### src/rtl/core/rotary_encoder_button_qualifier_defines.svh
// Assertion macros for the rotary encoder and button qualifier.
// Each property is clocked on clk and disabled while arst_n is low.
// Defining ASSERT_OFF removes every assertion from the build.
`ifndef ROTARY_ENCODER_BUTTON_QUALIFIER_DEFINES_SVH
`define ROTARY_ENCODER_BUTTON_QUALIFIER_DEFINES_SVH

`ifndef ASSERT_OFF

`define REBQ_ASSERT_ALWAYS(lbl, ante, cons, msg) \
	lbl: assert property (@(posedge clk) disable iff (!arst_n) (ante) |-> (cons)) \
		else $error(msg);

`define REBQ_ASSERT_NEXT(lbl, ante, cons, msg) \
	lbl: assert property (@(posedge clk) disable iff (!arst_n) (ante) |=> (cons)) \
		else $error(msg);

`else

`define REBQ_ASSERT_ALWAYS(lbl, ante, cons, msg)

`define REBQ_ASSERT_NEXT(lbl, ante, cons, msg)

`endif

`endif

### src/rtl/core/rebq_pkg.sv
// Shared types, codes and helpers of the rotary encoder and button qualifier.
// Used by every module of the block; depends on nothing.
`timescale 1ns / 1ps

package rebq_pkg;

	localparam int unsigned LOCKOUT_WIDTH_DEFAULT = 16;
	localparam int unsigned TICKS_WIDTH = 16;

	localparam logic [TICKS_WIDTH-1:0] TURN_LOCKOUT_RESET = 16'd10;
	localparam logic [TICKS_WIDTH-1:0] BUTTON_LOCKOUT_RESET = 16'd50;

	localparam logic [0:0] REG_TURN_LOCKOUT = 1'b0;
	localparam logic [0:0] REG_BUTTON_LOCKOUT = 1'b1;

	localparam logic [1:0] DIR_NONE = 2'd0;
	localparam logic [1:0] DIR_LEFT = 2'd1;
	localparam logic [1:0] DIR_RIGHT = 2'd2;

	typedef struct packed {
		logic [1:0] turn_dir;
		logic button_held;
		logic click;
	} rebq_result_t;

	// Lockout length saturated to the largest value a timer of the given width holds.
	function automatic logic [31:0] lockout_load(input logic [TICKS_WIDTH-1:0] ticks,
			input int unsigned width);
		logic [32:0] maxv;
		logic [32:0] v;
		maxv = (33'd1 << width) - 33'd1;
		v = {17'd0, ticks};
		return (v > maxv) ? maxv[31:0] : v[31:0];
	endfunction

endpackage

### src/rtl/core/rotary_encoder_button_qualifier.sv
// Rotary encoder and button qualifier: one word in, one word out, per sample tick.
// Result words are registered; a skid entry holds one word while the result stalls.
// Throughput: one sample word per cycle while sample_stall is low.
// Reset (arst_n low): detector idle, no latched turn, timers zero, lockouts 10 and 50.
// Depends on rebq_pkg, rebq_turn, rebq_button, rebq_out_skid and the defines header.
`timescale 1ns / 1ps
`include "rotary_encoder_button_qualifier_defines.svh"

module rotary_encoder_button_qualifier import rebq_pkg::*; #(
	parameter int unsigned LOCKOUT_WIDTH = LOCKOUT_WIDTH_DEFAULT
) (
	input logic clk,
	input logic arst_n,
	input logic sample_valid,
	output logic sample_stall,
	input logic line_a,
	input logic line_b,
	input logic button_level,
	input logic clear_turn,
	input logic cfg_valid,
	output logic cfg_ready,
	input logic [0:0] cfg_index,
	input logic [TICKS_WIDTH-1:0] cfg_data,
	output logic result_valid,
	input logic result_stall,
	output logic [1:0] turn_dir,
	output logic button_held,
	output logic click
);

	logic [TICKS_WIDTH-1:0] turn_lockout_q;
	logic [TICKS_WIDTH-1:0] button_lockout_q;
	logic accept;
	logic skid_full;
	logic [1:0] turn_dir_d;
	logic held_d;
	logic click_d;
	rebq_result_t result_d;
	rebq_result_t result_q;

	assign cfg_ready = 1'b1;
	assign sample_stall = skid_full;
	assign accept = sample_valid && !skid_full;

	always_ff @(posedge clk or negedge arst_n) begin
		if (!arst_n) begin
			turn_lockout_q <= TURN_LOCKOUT_RESET;
			button_lockout_q <= BUTTON_LOCKOUT_RESET;
		end else if (cfg_valid && cfg_ready) begin
			case (cfg_index)
				REG_TURN_LOCKOUT: begin
					turn_lockout_q <= cfg_data;
				end
				REG_BUTTON_LOCKOUT: begin
					button_lockout_q <= cfg_data;
				end
				default: begin
				end
			endcase
		end
	end

	rebq_turn #(
		.LOCKOUT_WIDTH(LOCKOUT_WIDTH)
	) u_turn (
		.clk(clk),
		.arst_n(arst_n),
		.accept(accept),
		.line_a(line_a),
		.line_b(line_b),
		.clear_turn(clear_turn),
		.lockout_ticks(turn_lockout_q),
		.turn_dir(turn_dir_d)
	);

	assign held_d = ~button_level;

	rebq_button #(
		.LOCKOUT_WIDTH(LOCKOUT_WIDTH)
	) u_button (
		.clk(clk),
		.arst_n(arst_n),
		.accept(accept),
		.held(held_d),
		.lockout_ticks(button_lockout_q),
		.click(click_d)
	);

	assign result_d = {turn_dir_d, held_d, click_d};

	rebq_out_skid u_out (
		.clk(clk),
		.arst_n(arst_n),
		.push(accept),
		.push_data(result_d),
		.full(skid_full),
		.out_valid(result_valid),
		.out_stall(result_stall),
		.out_data(result_q)
	);

	assign turn_dir = result_q.turn_dir;
	assign button_held = result_q.button_held;
	assign click = result_q.click;

	`REBQ_ASSERT_NEXT(a_stall_keeps_result, sample_stall, result_valid, "stall without result")
	`REBQ_ASSERT_ALWAYS(a_dir_code, result_valid, turn_dir != 2'd3, "bad turn direction")
	`REBQ_ASSERT_ALWAYS(a_click_released, result_valid && click, !button_held, "click while held")
	`REBQ_ASSERT_NEXT(a_accept_gives_result, accept, result_valid, "accepted word lost")

endmodule

### src/rtl/core/rebq_turn.sv
// Quadrature turn detector with latched direction and turn lockout timer.
// Depends on rebq_pkg for direction codes and the lockout load helper.
`timescale 1ns / 1ps

module rebq_turn import rebq_pkg::*; #(
	parameter int unsigned LOCKOUT_WIDTH = LOCKOUT_WIDTH_DEFAULT
) (
	input logic clk,
	input logic arst_n,
	input logic accept,
	input logic line_a,
	input logic line_b,
	input logic clear_turn,
	input logic [TICKS_WIDTH-1:0] lockout_ticks,
	output logic [1:0] turn_dir
);

	typedef enum logic [2:0] {
		PH_IDLE,
		PH_L_WAIT_B,
		PH_L_WAIT_A,
		PH_R_WAIT_B,
		PH_R_WAIT_A,
		PH_R_WAIT_C,
		PH_LOCKOUT
	} phase_t;

	phase_t phase_q, phase_d;
	logic [LOCKOUT_WIDTH-1:0] timer_q, timer_d;
	logic [1:0] latch_q, latch_d;
	logic [31:0] load_full;
	logic [LOCKOUT_WIDTH-1:0] load;

	assign load_full = lockout_load(lockout_ticks, LOCKOUT_WIDTH);
	assign load = load_full[LOCKOUT_WIDTH-1:0];

	// One sample may end several waits in a row, as a polling loop would.
	always_comb begin
		phase_d = phase_q;
		timer_d = timer_q;
		latch_d = latch_q;
		if (phase_q == PH_LOCKOUT) begin
			if (timer_q != '0) begin
				timer_d = timer_q - LOCKOUT_WIDTH'(1);
			end
			if (timer_d == '0) begin
				phase_d = PH_IDLE;
			end
		end else begin
			case (phase_q)
				PH_IDLE, PH_L_WAIT_B, PH_L_WAIT_A,
				PH_R_WAIT_B, PH_R_WAIT_A, PH_R_WAIT_C: begin
					phase_d = phase_q;
				end
				default: begin
					phase_d = PH_IDLE;
				end
			endcase
			if (phase_d == PH_IDLE && !line_a) begin
				phase_d = line_b ? PH_R_WAIT_B : PH_L_WAIT_B;
			end
			if (phase_d == PH_L_WAIT_B && line_b) begin
				phase_d = PH_L_WAIT_A;
			end
			if (phase_d == PH_L_WAIT_A && line_a) begin
				latch_d = DIR_LEFT;
				timer_d = load;
				phase_d = (load != '0) ? PH_LOCKOUT : PH_IDLE;
			end
			if (phase_d == PH_R_WAIT_B && !line_b) begin
				phase_d = PH_R_WAIT_A;
			end
			if (phase_d == PH_R_WAIT_A && line_a) begin
				phase_d = PH_R_WAIT_C;
			end
			if (phase_d == PH_R_WAIT_C && line_b) begin
				latch_d = DIR_RIGHT;
				timer_d = load;
				phase_d = (load != '0) ? PH_LOCKOUT : PH_IDLE;
			end
		end
	end

	assign turn_dir = latch_d;

	always_ff @(posedge clk or negedge arst_n) begin
		if (!arst_n) begin
			phase_q <= PH_IDLE;
			timer_q <= '0;
			latch_q <= DIR_NONE;
		end else if (accept) begin
			phase_q <= phase_d;
			timer_q <= timer_d;
			latch_q <= clear_turn ? DIR_NONE : latch_d;
		end
	end

endmodule

### src/rtl/core/rebq_button.sv
// Button click qualifier: press then release gives a click, then a lockout.
// Depends on rebq_pkg for the lockout load helper.
`timescale 1ns / 1ps

module rebq_button import rebq_pkg::*; #(
	parameter int unsigned LOCKOUT_WIDTH = LOCKOUT_WIDTH_DEFAULT
) (
	input logic clk,
	input logic arst_n,
	input logic accept,
	input logic held,
	input logic [TICKS_WIDTH-1:0] lockout_ticks,
	output logic click
);

	logic [LOCKOUT_WIDTH-1:0] timer_q, timer_d;
	logic pressed_q, pressed_d;
	logic [31:0] load_full;

	assign load_full = lockout_load(lockout_ticks, LOCKOUT_WIDTH);

	always_comb begin
		timer_d = timer_q;
		pressed_d = pressed_q;
		click = 1'b0;
		if (timer_q != '0) begin
			timer_d = timer_q - LOCKOUT_WIDTH'(1);
		end else if (held && !pressed_q) begin
			pressed_d = 1'b1;
		end else if (!held && pressed_q) begin
			pressed_d = 1'b0;
			timer_d = load_full[LOCKOUT_WIDTH-1:0];
			click = 1'b1;
		end
	end

	always_ff @(posedge clk or negedge arst_n) begin
		if (!arst_n) begin
			timer_q <= '0;
			pressed_q <= 1'b0;
		end else if (accept) begin
			timer_q <= timer_d;
			pressed_q <= pressed_d;
		end
	end

endmodule

### src/rtl/core/rebq_out_skid.sv
// Result register with one skid entry, so the sample side stalls on a registered flag.
// Depends on rebq_pkg for the result word type.
`timescale 1ns / 1ps

module rebq_out_skid import rebq_pkg::*; (
	input logic clk,
	input logic arst_n,
	input logic push,
	input rebq_result_t push_data,
	output logic full,
	output logic out_valid,
	input logic out_stall,
	output rebq_result_t out_data
);

	logic main_valid_q;
	logic skid_valid_q;
	rebq_result_t main_q;
	rebq_result_t skid_q;
	logic pop;

	assign pop = main_valid_q && !out_stall;
	assign full = skid_valid_q;
	assign out_valid = main_valid_q;
	assign out_data = main_q;

	always_ff @(posedge clk or negedge arst_n) begin
		if (!arst_n) begin
			main_valid_q <= 1'b0;
			skid_valid_q <= 1'b0;
		end else begin
			if (pop) begin
				if (skid_valid_q) begin
					skid_valid_q <= 1'b0;
				end else if (!push) begin
					main_valid_q <= 1'b0;
				end
			end else if (push) begin
				if (!main_valid_q) begin
					main_valid_q <= 1'b1;
				end else begin
					skid_valid_q <= 1'b1;
				end
			end
		end
	end

	always_ff @(posedge clk) begin
		if (pop) begin
			if (skid_valid_q) begin
				main_q <= skid_q;
			end else if (push) begin
				main_q <= push_data;
			end
		end else if (push) begin
			if (!main_valid_q) begin
				main_q <= push_data;
			end else begin
				skid_q <= push_data;
			end
		end
	end

endmodule

### config.mk
export PLATFORM = sky130hd
export DESIGN_NAME = rotary_encoder_button_qualifier
export DESIGN_NICKNAME = d
export VERILOG_FILES = /design/src/rtl/core/rebq_pkg.sv /design/src/rtl/core/rotary_encoder_button_qualifier.sv /design/src/rtl/core/rebq_turn.sv /design/src/rtl/core/rebq_button.sv /design/src/rtl/core/rebq_out_skid.sv
export VERILOG_INCLUDE_DIRS = /design/src /design/src/rtl/core
export SDC_FILE = /design/constraint.sdc
export NUM_CORES = 1
export LEC_CHECK = 0
export ABC_AREA = 1
export BUFFER_PORTS_ARGS = -buffer_cell sky130_fd_sc_hd__buf_4
export CAP_MARGIN = 10
export CORE_MARGIN = 2
export CORE_UTILIZATION = 60
export CTS_BUF_LIST = sky130_fd_sc_hd__clkbuf_4
export CTS_CLUSTER_DIAMETER = 200
export DETAILED_ROUTE_END_ITERATION = 10
export GPL_TIMING_DRIVEN = 0
export PLACE_DENSITY = 0.79
export SYNTH_ARGS = -nofsm -noshare
export SYNTH_HDL_FRONTEND = slang
export SYNTH_SLANG_ARGS = --single-unit
export TNS_END_PERCENT = 20
### constraint.sdc
create_clock -name clk -period 4.5 [get_ports clk]
set_input_delay 0 -clock clk [delete_from_list [all_inputs] [get_ports clk]]
set_output_delay 0 -clock clk [all_outputs]
set_load 0.02 [all_outputs]
---- Word-level counts from Yosys, hierarchy flattened ----
Cells that the tools add are included.
storage, ports and cells
  register bits ........................... 80
  latch bits .............................. 0
  RAM bits ................................ 0
  ROM bits ................................ 0
  word-level logic and storage cells ...... 121
  memories ................................ 0
cells by class
  add/sub/neg operators ................... 2
  multiply operators ...................... 0
  divide/modulo/power cells ............... 0
  order comparisons ....................... 0
  equality and inequality tests ........... 16
  shifts and indexed selects .............. 0
  muxes and demuxes ....................... 46
  bitwise operators ....................... 4
  reduce and logical (&&, ||, !) cells .... 38
operator list
  kind                     count
  $mux W16                 8
  $mux W3                  16
  $reduce_bool A16 Y1      3
  $sub A16 B1 Y16 const B  2
  $mux W4                  5
  $logic_not A16 Y1        1
  $eq A3 B3 Y1 const B     5
  $reduce_and A3 Y1        5
  $eq A3 B2 Y1 const B     4
  $mux W1                  12
  $logic_and A1 B1 Y1      10
  $mux W2                  5
  $reduce_and A2 Y1        5
  $reduce_bool A2 Y1       5
  $ne A2 B2 Y1 const B     4
  $eq A3 B1 Y1 const B     2
  $logic_not A3 Y1         2
  $reduce_or A6 Y1         1
  $logic_not A1 Y1         5
  $not A1 Y1               4
  $reduce_bool A3 Y1       1
  $ne A2 B1 Y1 const B     1

---- Logic depth before layout (Yosys ltp) ----
Gate-level depths: netlist of the first run.
  word-level depth ........................ 31
  depth in mapped cells ................... 15
  mapped depth without buffers ............ 15

---- By module ----
A second synthesis of the first run with hierarchy kept.
second synthesis, totals
  cells, all modules ...................... 704
  area total of the unflattened synthesis .. 4977.3 sq um
by module, submodules not included
  module                           instances  cells an instance  area each (sq um)  sequential area each (sq um)
  rebq_turn                        1          290                1773.0             525.5
  rebq_button                      1          230                1440.1             425.4
  rotary_encoder_button_qualifier  1          145                1348.8             807.0
  rebq_out_skid                    1          39                 415.4              290.3

---- Worst setup path before layout of the first run ----
No wires, ideal clock.
  path type ............................... reg2reg
  from .................................... register u_button.timer_q[0]
  to ...................................... register u_button.timer_q[1]
  library setup time ...................... 0.127 ns
  arrival time ............................ 1.891 ns
  data required time ...................... 4.373 ns
  slack ................................... 2.482 ns
  cell stages (with the launch flop) ...... 13
  buffers on the path ..................... 1
  clock period less this slack ............ 2.018 ns
  path through ............................ dfrtp_1 > inv_1 > ha_1 > nand3_2 > nor2_4 > nand4_2 > nor2_2 > nand3_1 > inv_2 > a21oi_2 > buf_2 > o211ai_1 > o21ai_1
on the way
  cells in the longest elaborated chain, start to end .. 3
RTL lines
  item                                                                     line               text
  from (decl)                                                              rebq_button.sv:16  logic [LOCKOUT_WIDTH-1:0] timer_q, timer_d;
  from (signal assigned)                                                   rebq_button.sv:42  timer_q <= timer_d;
  parallel branches: the longest is 3 deep, another holds $sub A16 B1 Y16  --
Parallel ways; which one is timed is not known.
A chain may end at the register's enable or synchronous reset.

---- Worst setup path after layout of the first run ----
  from .................................... register u_button.timer_q[0]
  to ...................................... register u_button.timer_q[4]
Same word-level chain as after synthesis.

==> reports/results.ini, run 1 <==
[status]
status = completed

[power_and_ir_drop]
p_per_area_nw_per_um2 = 524
p_total_w = 0.00273
ir_drop_uv = 277
leakagePower_nw = 2.63

[yosys]
synth_area_um2 = 4480
synth_compound_area_frac = 0.108
synth_top_area_cell = dfrtp_1
synth_top_area_share = 0.374
syn_nets = 619
yosys.cell_count.top_type = nand2_1
muxShareOfSynthArea = 0.00223
synth_edf_count = 8
ys_ff_latch = 80
synth_top_family_by_area = simple AND/OR/NAND/NOR gates
synthSimpleGateAreaFrac = 0.300
ys_async_sr_fraction = 0.900
yosys.cell_types.count = 39
synth_fa_ha_area_frac = 0.0168
yosys-top-cells-area = dfrtp_1 (37%), nand2_1 (14%), o21ai_0 (6.0%)
synthXorXnorAreaFrac = 0.0430
synth_commonest_cells = nand2_1 (168), dfrtp_1 (67), inv_1 (58)
synth_flop_cell = dfrtp_1
syn_inst = 587
yosysWarnings = 0
synth_area_per_cell_um2 = 7.63
yosysSeqAreaShare = 0.457

[cts]
numCtsBuffers = 9
clkTransAtPathRegs_ns = 0.14
cts_sinks = 80
cts_resized = 0
clk_latency_ns = 0.42
cts_tree = done
cts-htree-levels = 3
root_buffer = clkbuf_4
cts_buffer_depth = 2

[grt]
grt_usage = 0.279
gr-total-overflow = 0
antenna_found_initial = 0
grt_max_degree = 73
grt_pass1_wl_mm = 18.4
grt_pass1_vias = 3900

[placed_design]
dp_slack_ns = 2.08
dp_hpwl_mm = 7.72
place_congestion = 0.918
io_buffer_count = 31

[critical_path]
crit_family = simple AND/OR/NAND/NOR gates
startpoint_type = flip-flop
crit_slowest_cell = dfrtp_1
critPathMaxStageDelay_ns = 0.42
crit_chain = inv_1, ha_1, nand3_2, nor2_4, nand4_2, nor2_2, nand3_1, inv_2, a21oi_2, buf_2, o211ai_1, o21ai_1
worst-path-buf-inv = 3
arrival_ns = 2.78
critPathMaxFanout = 10
required_ns = 4.80
critPathKind = flip-flop to flip-flop
setup.worst_path.end_class = flip-flop

[detailed_routing]
routed_wl_mm = 10.8
routed_via_density = 5.46
post_drt_wl_per_cell_um = 14.3
met1_length_mm = 4.82
met3_wirelength_um = 458
met2_length_mm = 5.37
dr.pass1.iters = 7
ant_nets = 0
dr_total_vias = 4124
topRoutingLayerUsed = met4
drcViolationCount = 0
drt_iter0_markers = 246

[timing]
slew_headroom = 0.399
finClkSkew_ns = 0.0143
drv_slew = 0
rsz0062_at_grt = false
fin_crit_ns = 2.48
tightest_slew_ns = 0.901
period_share = 0.551
fin_ws_ns = 2.02
finalHoldViolations = 0
tns_ns = 0
finalSetupViolations = 0
fmax_ghz = 0.403

[final_layout]
diodes = 0
area_growth_pct = 16.2
multi_input_area_um2 = 2110
seq_area_um2 = 2050
nets = 684
drive_gt1_frac = 0.125
n_fill_cell = 589

[die]
core-area_um2 = 7250
ioPinCount = 33
dieArea_um2 = 8170
dieWidth_um = 90.4
die_y_um = 90.4
initial_utilization = 0.618
num_rows = 31

[worst_hold_path]
min_path_type = primary input to flip-flop

[job]
drv_cap = 0

## path summary, 6_finish.rpt
check	from	to	slack [ns]	depth (start not counted)
max	u_button.timer_q[0]	u_button.timer_q[4]	2.02	12
min	line_b	u_turn.phase_q[0]	0.02	4
max reg2reg	u_button.timer_q[0]	u_button.timer_q[4]	2.02	12
min reg2reg	u_turn.latch_q[1]	u_turn.latch_q[1]	0.50	2
max in group asynchronous	arst_n	u_button.timer_q[10]	3.68	2
min in group asynchronous	arst_n	u_turn.timer_q[13]	0.22	2
## stage by stage
stage           util  hold WS [ns]  area [µm²]  instances
6_report       0.718        0.0229        5200        756
5_1_grt        0.718        0.0350        5200        756
4_1_cts        0.718       0.00302        5200        756
3_5_place_dp   0.667         0.185        4840        717
3_3_place_gp   0.667         0.178        4840        717
2_1_floorplan      -        -0.296        4480        587
## where the power goes
group	total (W)	leakage, nW	internal (W)	switching, W
Sequential	0.00110	0.964	0.000924	0.000173
Clock	0.000436	0.0703	0.000169	0.000267
Combinational	0.00119	1.59	0.000436	0.000758
## metal layers
metal  vias up  track usage
met3        16       0.0301
met5         -            0
met4         0       0.0821
li1       2037            -
met2       125        0.480
met1      1946        0.377
## cell families after synthesis
group	Yosys count
AOI/OAI and AO/OA	87
and+or+nand+nor	310
buffers and inverters	80
DFF	80
adders and majority gates	6
xor gates and xnor gates	22
other	1
muxes	1
## layout make-up
cell class | count | share of cell area
inverters | 62 | 0.0447
plain buffers | 18 | 0.0173
well taps | 99 | 0.0238
clock inverters | 7 | 0.0135
multi-input cells | 427 | 0.405
flip-flops and latches | 80 | 0.394
repair buffers | 54 | 0.0889
clock buffers | 9 | 0.0130
## worst reg2reg max path, delay by kind of cell (launching register included)
family | cells | cell delay (ns)
AND/OR/NAND/NOR | 5 | 0.87
buffers and inverters | 3 | 0.51
flip-flops | 1 | 0.42
AO/OA/AOI/OAI | 3 | 0.36
adder cells (fa/ha/maj) | 1 | 0.20
## layout by cell type (no fill, tap or decap), drive strengths merged, types with 3 or more instances in the layout
cell         Yosys  final
xnor2            4      4
dfrtp           67     67
a31oi            3      3
o21ai           61     61
dfstp            5      5
nand2          180    180
inv             62     64
o22ai            4      4
o211ai           6      6
dlygate4sd3      0     23
buf              7     38
nand4           12     12
nor3             9      9
edfxtp           8      8
xor2            18     18
nor2            59     59
clkbuf          11     20
a21oi            9      9
ha               6      6
nand3           47     47
## flip-flops by register name, summed over array words and instances (netlist names)
register            cells
button_lockout_q       16
turn_lockout_q         16
u_button.pressed_q      1
u_button.timer_q       16
u_out.full              1
u_out.out_data          4
u_out.out_valid         1
u_out.skid_q            4
u_turn.latch_q          2
u_turn.phase_q          3
u_turn.timer_q         16
## what timing repair did
item                                   4_1_cts  5_1_grt
setup buffers                                0        0
endpoints found under the hold margin      109        0
hold buffers                                23        0
No activity file was read; power rests on OpenSTA's default activity.
==> run 2: changes to the inputs <==
- CORE_UTILIZATION: 60 -> 57
- clock period: 4.5 -> 2.1 ns (I/O delays scaled with it)
==> run 2 against run 1 <==
Cell area grew 6.0%. Critical endpoint is now u_turn.phase_q[1]. Hold slack gained 0.034 ns. Cell count grew 2.4%.
==> reports/results.ini, run 2 (same netlist as run 1, synthesis figures left out) <==
[critical_path]
required_ns = 2.44
crit_slowest_cell = dfrtp_1
rrSetupSlack_ns = 0.03
rr_endpoint = u_turn.phase_q[1]
startpoint_type = flip-flop
arrival_ns = 2.41
crit_chain = inv_2, ha_2, inv_1, nor2_4, nand2_1, xor2_1, nand2_1, nand2_1, nor2_1, nand3_1, nand2_1, nand2_1, nand2_1, nand2_1
critPathMaxFanout = 4
timing.rr.start = u_turn.timer_q[0]
critPathMaxStageDelay_ns = 0.45
startpoint = u_turn.timer_q[0]
critPathKind = flip-flop to flip-flop
cp-endpoint = u_turn.phase_q[1]
reg2reg_depth = 14
critical-path-top-cell-by-count = nand2_1
setup.worst_path.end_class = flip-flop

[cts]
cts-htree-levels = 3
cts_sinks = 80
cts_tree = done
root_buffer = clkbuf_4
cts_buffer_depth = 2
clk_latency_ns = 0.44
numCtsBuffers = 9
clkTransAtPathRegs_ns = 0.13

[job]
drv_cap = 0

[die]
num_rows = 32
dieWidth_um = 92.7
core-area_um2 = 7690
die_y_um = 92.7
dieArea_um2 = 8590
initial_utilization = 0.583
ioPinCount = 33

[timing]
drv_slew = 0
finalHoldViolations = 0
rsz0062_at_grt = true
fmax_ghz = 0.483
slew_headroom = 0.394
tightest_slew_ns = 0.909
finClkSkew_ns = 0.0117
tns_ns = 0
fin_crit_ns = 2.07
finalSetupViolations = 0
period_share = 0.985

[final_layout]
mostFrequentLayoutCells = nand2_1 (165), dfrtp_1 (63), inv_1 (53), o21ai_0 (53), nor2_1 (47)
diodes = 0
stdcell_area_um2 = 5520
drive_gt1_frac = 0.190
nets = 699
area_growth_pct = 23.1
final_common_cell = nand2_1

[grt]
grt_usage = 0.272
grt_pass1_wl_mm = 18.3
grt_pass1_vias = 3978
grt_max_degree = 73
antenna_found_initial = 0
gr-total-overflow = 0

[status]
status = completed

[detailed_routing]
post_drt_wl_per_cell_um = 14.8
dr.pass1.iters = 5
dr_total_vias = 4258
drcViolationCount = 0
drt_iter0_markers = 379
routed_wl_mm = 11.5
routed_via_density = 5.50
ant_nets = 0

[placed_design]
place_area_um2 = 4840
io_buffer_count = 31
dp_hpwl_mm = 7.80
place_congestion = 0.904

[power_and_ir_drop]
p_sw_frac = 0.442
leakagePower_nw = 2.72
comb_power_share = 0.458
p_switching_w = 0.00273
p_int_w = 0.00345
p_per_area_nw_per_um2 = 1120
p_clk_frac = 0.155
ir_drop_uv = 798
pwr-share-seq = 0.387

[worst_hold_path]
min_path_type = primary input to flip-flop

-- run 2: cell type report --
class / count / area (µm²)
Clock inverter: 6 / 67.6
Timing Repair Buffer: 69 / 584
Multi-Input combinational cell: 427 / 2270
Inverter: 62 / 235
Buffer: 18 / 106
Fill cell: 606 / 2170
Clock buffer: 10 / 75.1
Tap cell: 102 / 128
Sequential cell: 80 / 2050
-- run 2: worst min-delay path by stage --
stage / start / endpoint / slack, ns / cells past startpoint
2_1_floorplan: arst_n / button_lockout_q[0] / -0.30 / 0
3_3_place_gp: arst_n / u_turn.timer_q[13] / 0.18 / 1
3_5_place_dp: arst_n / u_turn.timer_q[14] / 0.18 / 1
4_1_cts: sample_valid / u_turn.latch_q[1] / 0.04 / 4
5_1_grt: sample_valid / u_turn.latch_q[1] / 0.14 / 4
6_report: sample_valid / u_turn.latch_q[1] / 0.06 / 4
-- run 2: metal layers --
metal,GRT usage,vias up,part of all wire
met5,0,-,0
met4,0.124,0,0.027
met3,0.0301,35,0.048
met2,0.454,159,0.49
met1,0.359,1992,0.44
li1,-,2072,-
-- run 2: repair_timing --
action,in CTS,in global routing
hold endpoints to repair,110,0
cloned,0,0
pin swaps,1,9
hold buffers,25,0
resized for setup,10,46
buffers inserted,4,9
endpoints found under the setup margin,31,44
-- run 2: power groups by stage --
stage	Clock, W	Combinational, W	Sequential (W)
final	0.000960	0.00283	0.00239
after global placement	0	0.00239	0.00235
after floorplan	0	0.00185	0.00234
after CTS	0.000956	0.00256	0.00234
after detailed placement	0	0.00248	0.00237
after global routing	0.00102	0.00313	0.00244
-- run 2: worst max-delay path: cells and delay by family (launching register included) --
| kind | cells | cell delay [ns] |
|---|---|---|
| buffers and inverters | 2 | 0.20 |
| adder cells (fa/ha/maj) | 1 | 0.22 |
| flip-flops | 1 | 0.45 |
| XOR/XNOR | 1 | 0.15 |
| AND/OR/NAND/NOR | 10 | 0.95 |
-- run 2: stage by stage --
| step | utilization | worst slack (ns) | hold slack, ns | total power (W) | std cells |
|---|---|---|---|---|---|
| 2_1_floorplan | - | 0.0819 | -0.296 | 0.00419 | 587 |
| 3_3_place_gp | 0.630 | -0.254 | 0.184 | 0.00475 | 720 |
| 3_5_place_dp | 0.630 | -0.325 | 0.183 | 0.00484 | 720 |
| 4_1_cts | 0.690 | 0.00287 | 0.0439 | 0.00586 | 765 |
| 5_1_grt | 0.718 | -0.139 | 0.135 | 0.00659 | 774 |
| 6_report | 0.718 | 0.0316 | 0.0569 | 0.00618 | 774 |
==> run 3: changes to the inputs <==
- clock period: 2.1 -> 1.9 ns (I/O delays scaled with it)
==> run 3 against run 2 <==
The flow now finishes with violations (setup timing). Non-clock buffer count grew 26. Combinational power rose by 35%. Hold slack got worse by 0.014 ns. Via count grew 8.9%. Die area unchanged. Clock skew rose by 0.014 ns. Wire length up 8.8%. Critical path depth decreased by 1. Cell area rose by 6.2%. Critical path type unchanged.
==> reports/results.ini, run 3 (same netlist as run 1, synthesis figures left out) <==
[status]
status = finished, violations left
violations = setup timing

[final_layout]
area_growth_pct = 30.7
mostFrequentLayoutCells = nand2_1 (153), buf_4 (70), dfrtp_1 (60)
n_fill_cell = 540
drive_gt1_frac = 0.273
final_common_cell = nand2_1
nets = 726
diodes = 0

[critical_path]
setup.worst_path.end_class = flip-flop
crit_chain = nor2_2, nand2_1, nor2_1, nand4_1, buf_6, o21ai_2, nand3_1, nor2_1, nand3_1, nand2_1, nand2_2, nand2_2, nand2_1
required_ns = 2.20
critPathMaxFanout = 4
arrival_ns = 2.36
critical-path-top-cell-by-count = nand2_1
critPathKind = flip-flop to flip-flop
startpoint_type = flip-flop
crit_slowest_cell = dfrtp_1
critPathMaxStageDelay_ns = 0.42

[timing]
period_share = 1.09
holdWs_ns = 0.0428
drv_slew = 0
fmax_ghz = 0.485
tns_ns = -2.37
slew_headroom = 0.403
finClkSkew_ns = 0.0259
finalHoldViolations = 0
fin_ws_ns = -0.162
finalSetupViolations = 32
fin_crit_ns = 2.06
tightest_slew_ns = 0.896
rsz0062_at_grt = true

[cts]
numCtsBuffers = 9
cts_sinks = 80
cts-htree-levels = 3
root_buffer = clkbuf_4
clkTransAtPathRegs_ns = 0.11
cts_tree = done
cts_buffer_depth = 2
clk_latency_ns = 0.42

[grt]
grt_usage = 0.297
grt_pass1_wl_mm = 20.4
gr-total-overflow = 0
grt_pass1_vias = 4474
antenna_found_initial = 0
grt_max_degree = 73

[detailed_routing]
drt_iter0_markers = 466
routed_wl_mm = 12.5
routed_via_density = 5.79
dr_total_vias = 4638
ant_nets = 0
post_drt_wl_per_cell_um = 15.6
drcViolationCount = 0
dr.pass1.iters = 7

[power_and_ir_drop]
p_int_w = 0.00408
pwr-share-seq = 0.360
p_sw_frac = 0.445
p_per_area_nw_per_um2 = 1250
p_switching_w = 0.00327
p_clk_frac = 0.119
leakagePower_nw = 2.88
comb_power_share = 0.521
ir_drop_uv = 538

[die]
ioPinCount = 33
num_rows = 32
initial_utilization = 0.583
core-area_um2 = 7690
dieArea_um2 = 8590
dieWidth_um = 92.7
die_y_um = 92.7

[worst_hold_path]
min_path_type = primary input to flip-flop

[placed_design]
dp_hpwl_mm = 7.74
io_buffer_count = 31
place_congestion = 0.897

[job]
drv_cap = 0

-- run 3: repair_timing --
item,CTS,global route
buffers inserted,24,16
resized for setup,51,45
hold endpoints to repair,109,0
gates cloned,2,0
hold buffers,23,0
pin swaps,14,21
endpoints found under the setup margin,45,40
-- run 3: power by group through the flow --
stage               clock (W)  combinational [W]  sequential [W]
floorplan                   0            0.00208         0.00259
global placement            0            0.00266         0.00260
detailed placement          0            0.00278         0.00262
CTS                  0.000884            0.00327         0.00258
global route         0.000978            0.00418         0.00269
finish               0.000874            0.00383         0.00264
-- run 3: critical path, delay by kind of cell, from the launching register on --
kind / cells / cell delay [ns]
simple gates: 11 / 1.24
flops: 1 / 0.42
compound gates: 1 / 0.06
buf+inv: 1 / 0.23
-- run 3: layout make-up --
class | instances | area [µm²] | area share
multi-input combinational | 428 | 2390 | 0.408
sequential | 80 | 2060 | 0.351
timing repair buffer | 95 | 795 | 0.136
inverter | 62 | 238 | 0.0406
buffer | 18 | 138 | 0.0235
tap | 102 | 128 | 0.0218
clock buffer | 12 | 90.1 | 0.0154
clock inverter | 4 | 23.8 | 0.00406
-- run 3: stage by stage --
step	total power, W	worst slack (ns)	utilization	cell area [µm²]	std cells
after floorplan	0.00467	0.00587	-	4530	587
final	0.00735	-0.162	0.762	5860	801
after global routing	0.00785	-0.249	0.762	5860	801
after global placement	0.00527	-0.300	0.636	4890	720
after CTS	0.00674	-0.0678	0.727	5590	785
after detailed placement	0.00540	-0.376	0.636	4890	720
-- run 3: path summary, 6_finish.rpt --
check / cells after the start / start / slack, ns / end
hold reg to reg: 2 / button_lockout_q[8] / 0.50 / button_lockout_q[8]
setup / recovery: 13 / u_turn.timer_q[10] / -0.16 / u_turn.phase_q[2]
setup reg to reg: 13 / u_turn.timer_q[10] / -0.16 / u_turn.phase_q[2]
min in group asynchronous: 2 / arst_n / 0.23 / u_button.timer_q[12]
max in group asynchronous: 2 / arst_n / 1.00 / u_turn.phase_q[1]
hold / removal: 4 / line_b / 0.04 / u_turn.phase_q[0]
-- run 3: per-layer routing --
| layer | track usage | part of all wire |
|---|---|---|
| met5 | 0 | 0 |
| met4 | 0.103 | 0.031 |
| met3 | 0.0407 | 0.056 |
| met2 | 0.505 | 0.50 |
| met1 | 0.393 | 0.42 |
